[src/rtl/dss_spad_select_and_range_scaler_top_macros.svh]
// Assertion macros shared by the SPAD select and range scaler RTL.
`ifndef DSS_SPAD_SELECT_AND_RANGE_SCALER_TOP_MACROS_SVH
`define DSS_SPAD_SELECT_AND_RANGE_SCALER_TOP_MACROS_SVH

`ifndef SYNTH

// Same-cycle implication, disabled during reset.
`define DSS_SPAD_ASSERT_IMP(lbl, clk, rst_n, ante, cons) \
    lbl: assert property (@(posedge clk) disable iff (!rst_n) (ante) |-> (cons)) \
        else $error("dss_spad same-cycle check failed");

// Next-cycle implication, disabled during reset.
`define DSS_SPAD_ASSERT_NXT(lbl, clk, rst_n, ante, cons) \
    lbl: assert property (@(posedge clk) disable iff (!rst_n) (ante) |=> (cons)) \
        else $error("dss_spad next-cycle check failed");

`else

`define DSS_SPAD_ASSERT_IMP(lbl, clk, rst_n, ante, cons)
`define DSS_SPAD_ASSERT_NXT(lbl, clk, rst_n, ante, cons)

`endif

`endif

[src/rtl/dss_spad_div_cell.sv]
// One restoring-division cell: one quotient bit per cell, handed on each cycle that i_en is high.
`timescale 1ns / 1ps

module dss_spad_div_cell #(
    parameter int unsigned RW = 16,
    parameter int unsigned DW = 32,
    parameter int unsigned SW = 18
) (
    input  logic          i_clk,
    input  logic          i_rst_n,
    input  logic          i_en,
    input  logic          i_vld,
    input  logic [RW-1:0] i_rem,
    input  logic [DW-1:0] i_quo,
    input  logic [RW-1:0] i_div,
    input  logic [SW-1:0] i_side,
    output logic          o_vld,
    output logic [RW-1:0] o_rem,
    output logic [DW-1:0] o_quo,
    output logic [RW-1:0] o_div,
    output logic [SW-1:0] o_side
);

    logic [RW:0]   w_trial;
    logic [RW:0]   w_diff;
    logic          w_ge;
    logic          r_vld;
    logic [RW-1:0] r_rem;
    logic [DW-1:0] r_quo;
    logic [RW-1:0] r_div;
    logic [SW-1:0] r_side;
    logic [RW-1:0] n_rem;
    logic [DW-1:0] n_quo;

    always_comb begin
        // bring down the next dividend bit, subtract where it fits
        w_trial = {i_rem, i_quo[DW-1]};
        w_diff  = w_trial - {1'b0, i_div};
        w_ge    = (w_trial >= {1'b0, i_div});
        n_rem   = w_ge ? w_diff[RW-1:0] : w_trial[RW-1:0];
        n_quo   = {i_quo[DW-2:0], w_ge};
    end

    always_ff @(posedge i_clk) begin
        if (!i_rst_n) begin
            r_vld <= 1'b0;
        end else if (i_en) begin
            r_vld <= i_vld;
        end
    end

    always_ff @(posedge i_clk) begin
        if (i_en) begin
            r_rem  <= n_rem;
            r_quo  <= n_quo;
            r_div  <= i_div;
            r_side <= i_side;
        end
    end

    assign o_vld  = r_vld;
    assign o_rem  = r_rem;
    assign o_quo  = r_quo;
    assign o_div  = r_div;
    assign o_side = r_side;

endmodule

[config.mk]
export PLATFORM = sky130hd
export DESIGN_NAME = dss_spad_div_cell
export DESIGN_NICKNAME = d
export VERILOG_FILES = /design/src/rtl/dss_spad_select_and_range_scaler_top_macros.svh /design/src/rtl/dss_spad_div_cell.sv
export SDC_FILE = /design/constraint.sdc
export NUM_CORES = 1
export LEC_CHECK = 0
export ABC_AREA = 1
export BUFFER_PORTS_ARGS = -buffer_cell sky130_fd_sc_hd__clkbuf_2
export CAP_MARGIN = 20
export CORE_ASPECT_RATIO = 0.5
export CORE_MARGIN = 2
export CORE_UTILIZATION = 40
export CTS_CLUSTER_SIZE = 12
export DETAILED_ROUTE_END_ITERATION = 7
export HOLD_SLACK_MARGIN = 0.05
export PLACE_DENSITY = 0.74
export SLEW_MARGIN = 20
export SYNTH_ARGS = -nofsm -noshare
export SYNTH_HDL_FRONTEND = slang
export SYNTH_SLANG_ARGS = --single-unit
[constraint.sdc]
create_clock -name i_clk -period 2.2 [get_ports i_clk]
set_input_delay 0.33 -clock i_clk [delete_from_list [all_inputs] [get_ports i_clk]]
set_output_delay 0.33 -clock i_clk [all_outputs]
set_load 0.01 [all_outputs]
==> flow_summary_export.csv, run 1 <==
group,metric,value,unit
status,status,"completed",
sta,slew_headroom,0.679,
sta,finalClockSkew,0,ns
pwr,power_density,825,mW/mm^2
yosys,synth-xor-area-share,0.0138,
critical_path,crit_arrival,2.03,ns
floorplan,die_w,142,um
sta,hold_violations,0,
layout,diodes,0,
route,drcViolationCount,0,
yosys,synth_warnings,0,
floorplan,fp.coreArea,0.00935,mm^2
critical_path,cp_common_cell,"nand2_1",
sta,drv_slew,0,
grt,grt_pass1_vias,2861,
pwr,finalPower,0.00423,W
critical_path,reg2reg_to,"o_vld$_SDFFE_PN0P_",
layout,drive_above_1_share,0.359,
cts,numCtsBuffers,9,
route,wire_per_inst,13.2,um
pwr,p_sw_frac,0.248,
critical_path,cpPeakStageDelay,0.36,ns
route,totalWireLength,8.75,mm
yosys,synthSimpleGateAreaFrac,0.188,
layout,area_delta_synth_final,34.4,%
cts,clkSinkCount,83,
floorplan,start_util,0.408,
sta,finalSetupViolCount,0,
sta,min_period,1.84,ns
grt,grt_overflow,0,
cts,ctsResizeCount,0,
critical_path,path_depth,14,
layout,nFillCells,857,
placed_design,hpwl,6.84,mm
grt,grt_antenna_before_repair,0,
critical_path,slowest_stage,"inv_1",
yosys,yosys.area_share.adder,0.0577,
yosys,synth_top_family_by_area,"simple AND/OR/NAND/NOR gates",
pwr,cellInternalPower,0.00318,W
yosys,synth-seq-cells,83,
placed_design,io_buffers,168,
layout,final_nets,638,
cts,postCtsSetupRepairBufs,0,
yosys,avgSynthCellArea,10.7,um^2
sta,fmax,544,MHz
critical_path,crit_fanout,14,
pwr,seqPwrFrac,0.460,
job,drv_cap,0,
critical_path,start_kind,"input pin",
route,num_vias,3005,
pwr,ir_worst_vdd,0.469,mV
floorplan,rows,25,
cts,cts_tree,"done",
critical_path,path_delay_family,"simple AND/OR/NAND/NOR gates",
cts,clock_path_buffers,2,
floorplan,die_y,73.1,um
yosys,synth_area_leaders,"edfxtp_1, nand2_1, inv_1",
cts,htree_num_levels,3,
sta,worst-slew-pin-transition,0.481,ns
critical_path,criticalPathCategory,"in -> reg",
cts,cts_root_buffer,"clkbuf_16",
floorplan,die-area,0.0104,mm^2
critical_path,regToRegSetupSlack,1.56,ns
sta,grt_setup_unrepaired,"false",
sta,finalSetupTns,0,ns
route,viasPerCell,4.55,
critical_path,r2r_start,"o_vld$_SDFFE_PN0P_",
cts,path_clk_slew,0.06,ns
grt,grt_pass1_wl,13.6,mm
yosys,seq_area_frac_synth,0.651,
yosys,synth-compound-area-share,0.0190,
pwr,p_sw,0.00105,W
yosys,yosys.area.top_type,"edfxtp_1",
critical_path,crit_required,2.40,ns
floorplan,ios,169,
cts,cts_hold_buf,0,
critical_path,endpoint,"o_rem[5]$_DFFE_PP_",
sta,finalCritPeriodShare,0.835,
grt,grtUsageTotal,0.169,
yosys,muxShareOfSynthArea,0,
critical_path,cp_num_buf_inv,4,
route,detail-route-antenna-nets,0,
critical_path,reg2reg_depth,2,
critical_path,cp-end-kind,"flop",
route,drt_first_pass_iters,4,
route,drt_iter0_drc,174,
critical_path,startpoint,"i_div[6]",
pwr,combPwrFrac,0.163,
pwr,leakagePower,2.60,nW
yosys,synth_cell_types,23,
cts,clkLatencyLatePin,0.33,ns
yosys,synth_nets,458,
yosys,synth_top_area_frac,0.645,
yosys,syn-cell-area,0.00381,mm^2
yosys,syn_inst,355,
grt,grt_max_degree,42,
placed_design,routabilityCongestion,0.901,
critical_path,path_cells,"clkbuf_2 -> inv_1 -> ha_1 -> nand2_1 -> nand2_1 -> nand2_1 -> nand2_1 -> inv_1 -> nand3_2 -> nand2_1 -> nand2_2 -> inv_1 -> nand2_1 -> nand2_1",
pwr,p_clk_frac,0.376,
min_path,hold_path_class,"in -> reg",
-- power by group through the flow --
stage	Clock, W	Sequential [W]	Combinational, W
floorplan	0	0.00206	0.000292
global placement	0	0.00198	0.000676
detailed placement	0	0.00198	0.000692
CTS	0.00164	0.00195	0.000697
global route	0.00170	0.00196	0.000770
finish	0.00159	0.00195	0.000691
-- cell usage after synthesis (all sizes together) --
cell	n
nand4	4
fa	1
dfxtp	1
nand2	122
o21bai	1
nand3	19
or2	1
a21oi	10
buf	3
o21ai	3
nor2	19
nor3	2
and2	2
xnor2	1
nand3b	2
ha	16
edfxtp	82
inv	61
xor2	5
-- state kept, by name, indices dropped and copies added (netlist names) --
| name | flops |
|---|---|
| o_rem | 16 |
| o_div | 16 |
| o_side | 18 |
| o_quo | 32 |
| o_vld | 1 |
-- layout make-up --
type | instances | area [um^2] | share of cell area
clock buffers | 10 | 229 | 0.0447
clock inverters | 6 | 88.8 | 0.0173
inverters | 61 | 229 | 0.0447
multi-input cells | 208 | 1060 | 0.207
flip-flops and latches | 83 | 2480 | 0.484
well taps | 121 | 151 | 0.0295
repair buffers | 172 | 886 | 0.173
-- routing by layer --
metal  GRT usage  share of wire
met5           0              0
met4      0.0522          0.012
met3      0.0420          0.051
met2       0.299           0.51
met1       0.209           0.43
-- cells by family after synthesis --
group,after synthesis
AND/OR/NAND/NOR,171
XOR/XNOR,6
AO/OA/AOI/OAI,14
flip-flops,83
adder cells (fa/ha/maj),17
buffers and inverters,64
-- layout by cell type, fill, tap and decap left out, drive strengths merged, types with 3 or more instances in the layout --
cell / count
o21ai: 3
ha: 16
buf: 5
inv: 62
clkbuf: 177
nand2: 122
edfxtp: 82
nor2: 19
nand4: 4
a21oi: 10
nand3: 19
xor2: 5
-- stage by stage --
stage | setup WS [ns] | utilization | hold WS, ns | cells | area [um^2]
2_1_floorplan | 0.400 | - | 0.423 | 355 | 3810
3_3_place_gp | 0.0826 | 0.514 | 0.507 | 645 | 4810
3_5_place_dp | 0.0358 | 0.514 | 0.509 | 645 | 4810
4_1_cts | 0.351 | 0.548 | 0.159 | 661 | 5130
5_1_grt | 0.176 | 0.548 | 0.156 | 661 | 5130
6_report | 0.363 | 0.548 | 0.170 | 661 | 5130
-- worst min-delay path by stage --
stage               start  slack, ns                    to  cells past startpoint
2_1_floorplan        i_en       0.42    o_vld$_SDFFE_PN0P_                      1
3_3_place_gp    i_side[2]       0.51   o_side[2]$_DFFE_PP_                      1
3_5_place_dp     i_quo[7]       0.51    o_quo[8]$_DFFE_PP_                      1
4_1_cts        i_side[15]       0.16  o_side[15]$_DFFE_PP_                      1
5_1_grt         i_quo[14]       0.16   o_quo[15]$_DFFE_PP_                      1
6_report        i_quo[11]       0.17   o_quo[12]$_DFFE_PP_                      1
No activity file was read; power rests on OpenSTA's default activity.
==> inputs of run 2 (changes only) <==
--- a/config.mk
+++ b/config.mk
@@ -14,7 +14,7 @@
 export CTS_CLUSTER_SIZE = 12
 export DETAILED_ROUTE_END_ITERATION = 7
 export HOLD_SLACK_MARGIN = 0.05
-export PLACE_DENSITY = 0.74
+export PLACE_DENSITY = 0.77
 export SLEW_MARGIN = 20
 export SYNTH_ARGS = -nofsm -noshare
 export SYNTH_HDL_FRONTEND = slang
==> constraint.sdc (replaced) <==
create_clock -name i_clk -period 1.56 [get_ports i_clk]
set_input_delay 0.234 -clock i_clk [delete_from_list [all_inputs] [get_ports i_clk]]
set_output_delay 0.234 -clock i_clk [all_outputs]
set_load 0.01 [all_outputs]
==> run 2 against run 1 <==
Net effect: worst setup slack got worse by 0.31 ns; critical path depth fell by 1; combinational power rose by 84%; final area rose by 12%; utilization rose by 6.4 points; largest cell class unchanged; highest routed layer unchanged.
==> flow_summary_export.csv, run 2 (synthesis gave the netlist of run 1 again) <==
group,metric,value,unit
floorplan,die_y,73.1,um
route,drt_first_pass_iters,4,
placed_design,hpwl,7.18,mm
floorplan,start_util,0.408,
critical_path,crit_fanout,5,
grt,grt_overflow,0,
sta,finalSetupTns,0,ns
critical_path,path_cells,"clkbuf_2 -> inv_1 -> ha_4 -> nand2_4 -> nor2_4 -> nand3_4 -> nand3_4 -> nand2_4 -> nand2_4 -> inv_4 -> buf_4 -> nand2_1 -> nand2_1",
sta,fmax,662,MHz
min_path,hold_path_depth,1,
cts,clock_path_buffers,2,
pwr,leakagePower,2.83,nW
cts,htree_num_levels,3,
cts,cts_hold_buf,0,
cts,clkSinkCount,83,
floorplan,die-area,0.0104,mm^2
cts,numCtsBuffers,9,
layout,final_nets,681,
layout,layout.cells.most_common_list,"clkbuf_2, nand2_1, edfxtp_1",
layout,final_cells,704,
sta,drv_slew,0,
sta,grt_setup_unrepaired,"true",
route,met3_length,629,um
sta,min_period,1.51,ns
route,wl_met2,5.03,mm
sta,finalClockSkew,0,ns
status,status,"completed",
min_path,min_to,"o_quo[16]$_DFFE_PP_",
sta,hold_violations,0,
layout,largest_reg_flops,32,
critical_path,reg2reg_depth,2,
route,viasPerCell,4.63,
sta,slew_headroom,0.696,
cts,cts_tree,"done",
critical_path,cp_num_buf_inv,4,
placed_design,place_ws,-0.306,ns
critical_path,start_kind,"input pin",
min_path,min_from,"i_quo[15]",
sta,timing.hold.ws,0.0764,ns
route,num_vias,3257,
critical_path,criticalPathCategory,"in -> reg",
job,drv_cap,0,
sta,layout_setup_ws,0.0505,ns
layout,drive_above_1_share,0.487,
placed_design,routabilityCongestion,0.884,
route,wire_per_inst,13.8,um
critical_path,cp-end-kind,"flop",
pwr,ir_worst_vdd,0.459,mV
grt,grtUsageTotal,0.184,
cts,ctsResizeCount,0,
grt,grt_pass1_vias,3136,
grt,grt_pass1_wl,14.8,mm
floorplan,fp.coreArea,0.00935,mm^2
critical_path,cpPeakStageDelay,0.30,ns
pwr,power_density,1060,mW/mm^2
route,drt_iter0_drc,202,
critical_path,crit_required,1.65,ns
route,routedLengthMet1,3.85,mm
cts,postCtsSetupRepairBufs,0,
floorplan,die_w,142,um
sta,worst-slew-pin-transition,0.456,ns
critical_path,regToRegSetupSlack,0.91,ns
layout,diodes,0,
floorplan,rows,25,
layout,area_delta_synth_final,50.1,%
cts,clkLatencyLatePin,0.33,ns
placed_design,dpl.cell_count,687,
critical_path,path_delay_family,"simple AND/OR/NAND/NOR gates",
route,totalWireLength,9.70,mm
route,drcViolationCount,0,
grt,grt_antenna_before_repair,0,
critical_path,reg2reg_to,"o_vld$_SDFFE_PN0P_",
layout,final_common_cell,"clkbuf_2",
critical_path,crit_arrival,1.60,ns
critical_path,slowest_stage,"ha_4",
floorplan,ios,169,
sta,finalCritPeriodShare,0.968,
sta,finalSetupViolCount,0,
cts,path_clk_slew,0.06,ns
route,detail-route-antenna-nets,0,
critical_path,cp_common_cell,"nand2_4",
min_path,hold_path_class,"in -> reg",
cts,cts_root_buffer,"clkbuf_16",
grt,grt_max_degree,85,
placed_design,io_buffers,168,
layout,nFillCells,762,
route,dr.max_layer_used,"met4",
critical_path,startpoint,"i_div[8]",
critical_path,r2r_start,"o_vld$_SDFFE_PN0P_",
## run 2: cell types whose count changed in the layout (fill, tap and decap cells not counted), moves of 5 or more
cell	change
inv_2	+6
ha_1	-12
inv_1	-7
nand2_2	+13
nand2_4	+5
nand2_1	-18
buf_4	+39
ha_4	+12
## run 2: worst max-delay path by stage
stage,cells past startpoint,slack [ns],end
after global routing,13,-0.04,o_rem[14]$_DFFE_PP_
after detailed placement,13,-0.31,o_rem[3]$_DFFE_PP_
after CTS,15,0.03,o_rem[3]$_DFFE_PP_
after floorplan,14,-0.04,o_rem[12]$_DFFE_PP_
after global placement,15,-0.26,o_rem[7]$_DFFE_PP_
final,13,0.05,o_rem[5]$_DFFE_PP_
## run 2: per-stage QoR
step           total power (W)  area (um^2)  utilization
3_3_place_gp           0.00396         5300        0.567
2_1_floorplan          0.00338         3990            -
3_5_place_dp           0.00399         5300        0.567
4_1_cts                0.00609         5590        0.598
5_1_grt                0.00636         5730        0.612
6_report               0.00608         5730        0.612
## run 2: power breakdown
group | switching [W] | total (W) | internal, W | leakage [nW]
Combinational | 0.000693 | 0.00127 | 0.000579 | 1.89
Clock | 0.000815 | 0.00206 | 0.00124 | 0.137
Sequential | 0.0000552 | 0.00275 | 0.00270 | 0.811
## run 2: per-layer routing
layer  up-vias  global-route usage
li1       1608                   -
met1      1501               0.224
met2       124               0.333
met3        24              0.0315
met4         0              0.0700
met5         -                   0
## run 2: layout make-up
| class | instances | area [um^2] | area share |
|---|---|---|---|
| clock inverters | 4 | 51.3 | 0.00896 |
| repair buffers | 215 | 1220 | 0.214 |
| clock buffers | 12 | 236 | 0.0413 |
| multi-input cells | 208 | 1350 | 0.236 |
| inverters | 61 | 231 | 0.0404 |
| flip-flops and latches | 83 | 2480 | 0.433 |
| well taps | 121 | 151 | 0.0264 |
## run 2: worst reg2reg max path: stages, from the launching register on
cell and delay [ns]:
dfxtp_1 0.30, o21ai_0 0.16, a21oi_1 0.06
==> inputs of run 3 (changes only) <==
--- a/config.mk
+++ b/config.mk
@@ -8,13 +8,15 @@
 export ABC_AREA = 1
 export BUFFER_PORTS_ARGS = -buffer_cell sky130_fd_sc_hd__clkbuf_2
 export CAP_MARGIN = 20
+export CELL_PAD_IN_SITES_DETAIL_PLACEMENT = 2
+export CELL_PAD_IN_SITES_GLOBAL_PLACEMENT = 2
 export CORE_ASPECT_RATIO = 0.5
 export CORE_MARGIN = 2
-export CORE_UTILIZATION = 40
+export CORE_UTILIZATION = 25
 export CTS_CLUSTER_SIZE = 12
 export DETAILED_ROUTE_END_ITERATION = 7
 export HOLD_SLACK_MARGIN = 0.05
-export PLACE_DENSITY = 0.77
+export PLACE_DENSITY = 0.8
 export SLEW_MARGIN = 20
 export SYNTH_ARGS = -nofsm -noshare
 export SYNTH_HDL_FRONTEND = slang
==> run 3 against run 2 <==
Net effect: the run now ends with negative setup slack left; die area up 57%; sequential power is 1% higher; clock-buffer cell count decreased by 3; hold slack worse by 0.018 ns; via count is 19% higher; clock power increased by 12%; flip-flop and latch count unchanged; first-iteration DRC count is 27% higher; total power is 16% higher; utilization is 15 points lower; highest routed layer is now met5.
==> flow_summary_export.csv, run 3 (synthesis gave the netlist of run 1 again) <==
group,metric,value,unit
pwr,p_sw_frac,0.322,
status,status,"finished with violations",
sta,finalCritPeriodShare,1.06,
route,drcViolationCount,0,
grt,grt_pass1_vias,4156,
layout,layout.cells.most_common_list,"clkbuf_2, edfxtp_1, buf_4",
cts,cts_tree,"done",
sta,fmax,606,MHz
sta,finalClockSkew,0,ns
pwr,cellInternalPower,0.00480,W
sta,grt_setup_unrepaired,"true",
route,wire_per_inst,26.7,um
sta,slew_headroom,0.750,
route,drt_iter0_drc,257,
floorplan,die_w,179,um
critical_path,start_kind,"input pin",
layout,drive_above_1_share,0.680,
cts,path_clk_slew,0.07,ns
placed_design,io_buffers,168,
sta,hold_violations,0,
layout,largest_reg_flops,32,
sta,drv_slew,0,
pwr,leakagePower,3.25,nW
pwr,p_sw,0.00228,W
cts,clkLatencyLatePin,0.35,ns
route,viasPerCell,4.76,
pwr,seqPwrFrac,0.394,
cts,htree_num_levels,3,
cts,cts_root_buffer,"clkbuf_16",
floorplan,die_y,91.4,um
critical_path,crit_fanout,8,
grt,grt_max_degree,37,
floorplan,fp.coreArea,0.0147,mm^2
floorplan,start_util,0.260,
layout,diodes,0,
min_path,hold_path_class,"in -> reg",
status,violations,"negative setup slack",
floorplan,ios,169,
job,drv_cap,0,
route,totalWireLength,21.7,mm
sta,worst-slew-pin-transition,0.374,ns
floorplan,rows,31,
pwr,power_density,1040,mW/mm^2
pwr,finalPower,0.00708,W
cts,clkSinkCount,83,
layout,final_nets,713,
route,detail-route-antenna-nets,0,
pwr,ir_worst_vdd,0.498,mV
cts,numCtsBuffers,9,
critical_path,cp-end-kind,"flop",
pwr,combPwrFrac,0.281,
grt,grt_pass1_wl,25.4,mm
sta,min_period,1.65,ns
layout,final_util,0.464,
grt,grt_antenna_before_repair,1,
layout,area_delta_synth_final,78.6,%
critical_path,criticalPathCategory,"in -> reg",
critical_path,crit_required,1.67,ns
sta,layout_setup_ws,-0.0903,ns
grt,grtUsageTotal,0.215,
layout,final_common_cell,"clkbuf_2",
grt,grt_overflow,0,
critical_path,crit_arrival,1.76,ns
placed_design,routabilityCongestion,0.835,
floorplan,die-area,0.0163,mm^2
pwr,p_clk_frac,0.326,
cts,clock_path_buffers,2,
route,drt_first_pass_iters,5,
sta,finalSetupViolCount,14,
route,num_vias,3873,
placed_design,hpwl,11.6,mm
-- run 3: timing repair --
item | CTS | global route
hold buffers | 0 | 1
gates resized for setup | 57 | 204
hold endpoints to repair | 0 | 1
setup buffers | 7 | 17
pin swaps | 21 | 65
setup endpoints to repair | 16 | 17
-- run 3: power by group through the flow --
stage               combinational [W]  clock (W)  sequential [W]
floorplan                    0.000468          0         0.00291
global placement              0.00124          0         0.00280
detailed placement            0.00133          0         0.00282
CTS                           0.00147    0.00227         0.00277
global route                  0.00208    0.00240         0.00281
finish                        0.00199    0.00230         0.00279
-- run 3: critical path: stages --
cell and delay [ns]:
buf_4 0.11, inv_2 0.05, ha_4 0.31, nand2_4 0.09, inv_2 0.08, nand2_4 0.06, nand2_4 0.08, nand2_4 0.07
nand3_4 0.11, nand2_4 0.08, nand2_8 0.11, inv_8 0.05, buf_12 0.15, nand2_4 0.09, nand2_4 0.06
-- run 3: path summary, 6_finish.rpt --
path                                         start             endpoint  slack [ns]  cells past startpoint
worst max-delay path                      i_div[3]   o_rem[6]$_DFFE_PP_       -0.09                     15
worst min-delay path                     i_side[6]  o_side[6]$_DFFE_PP_        0.06                      1
worst min register to register  o_vld$_SDFFE_PN0P_   o_vld$_SDFFE_PN0P_        0.75                      2
worst max register to register  o_vld$_SDFFE_PN0P_   o_vld$_SDFFE_PN0P_        0.69                      2
-- run 3: final cells by class --
| type | instances | area (um^2) |
|---|---|---|
| Tap cell | 198 | 248 |
| Clock buffer | 9 | 225 |
| Sequential cell | 83 | 2480 |
| Timing Repair Buffer | 247 | 1660 |
| Fill cell | 1553 | 7890 |
| Inverter | 61 | 259 |
| Multi-Input combinational cell | 208 | 1860 |
| Clock inverter | 7 | 77.6 |
-- run 3: layer usage --
layer	share of wire	up-vias	GRT usage
li1	-	1672	-
met1	0.40	1948	0.234
met2	0.50	184	0.389
met5	0.00060	-	0
met4	0.043	2	0.0867
met3	0.056	67	0.0624
-- run 3: per-stage QoR --
step | hold slack [ns] | instances | instance area, um^2 | setup TNS, ns | setup slack, ns
after global placement | 0.411 | 772 | 5480 | -5.19 | -0.357
after global routing | 0.0505 | 813 | 6810 | -1.36 | -0.166
after CTS | 0.0515 | 795 | 6010 | -0.00275 | -0.00275
after floorplan | 0.327 | 355 | 3990 | -0.342 | -0.0425
final | 0.0581 | 813 | 6810 | -0.749 | -0.0903
after detailed placement | 0.413 | 772 | 5480 | -7.40 | -0.489
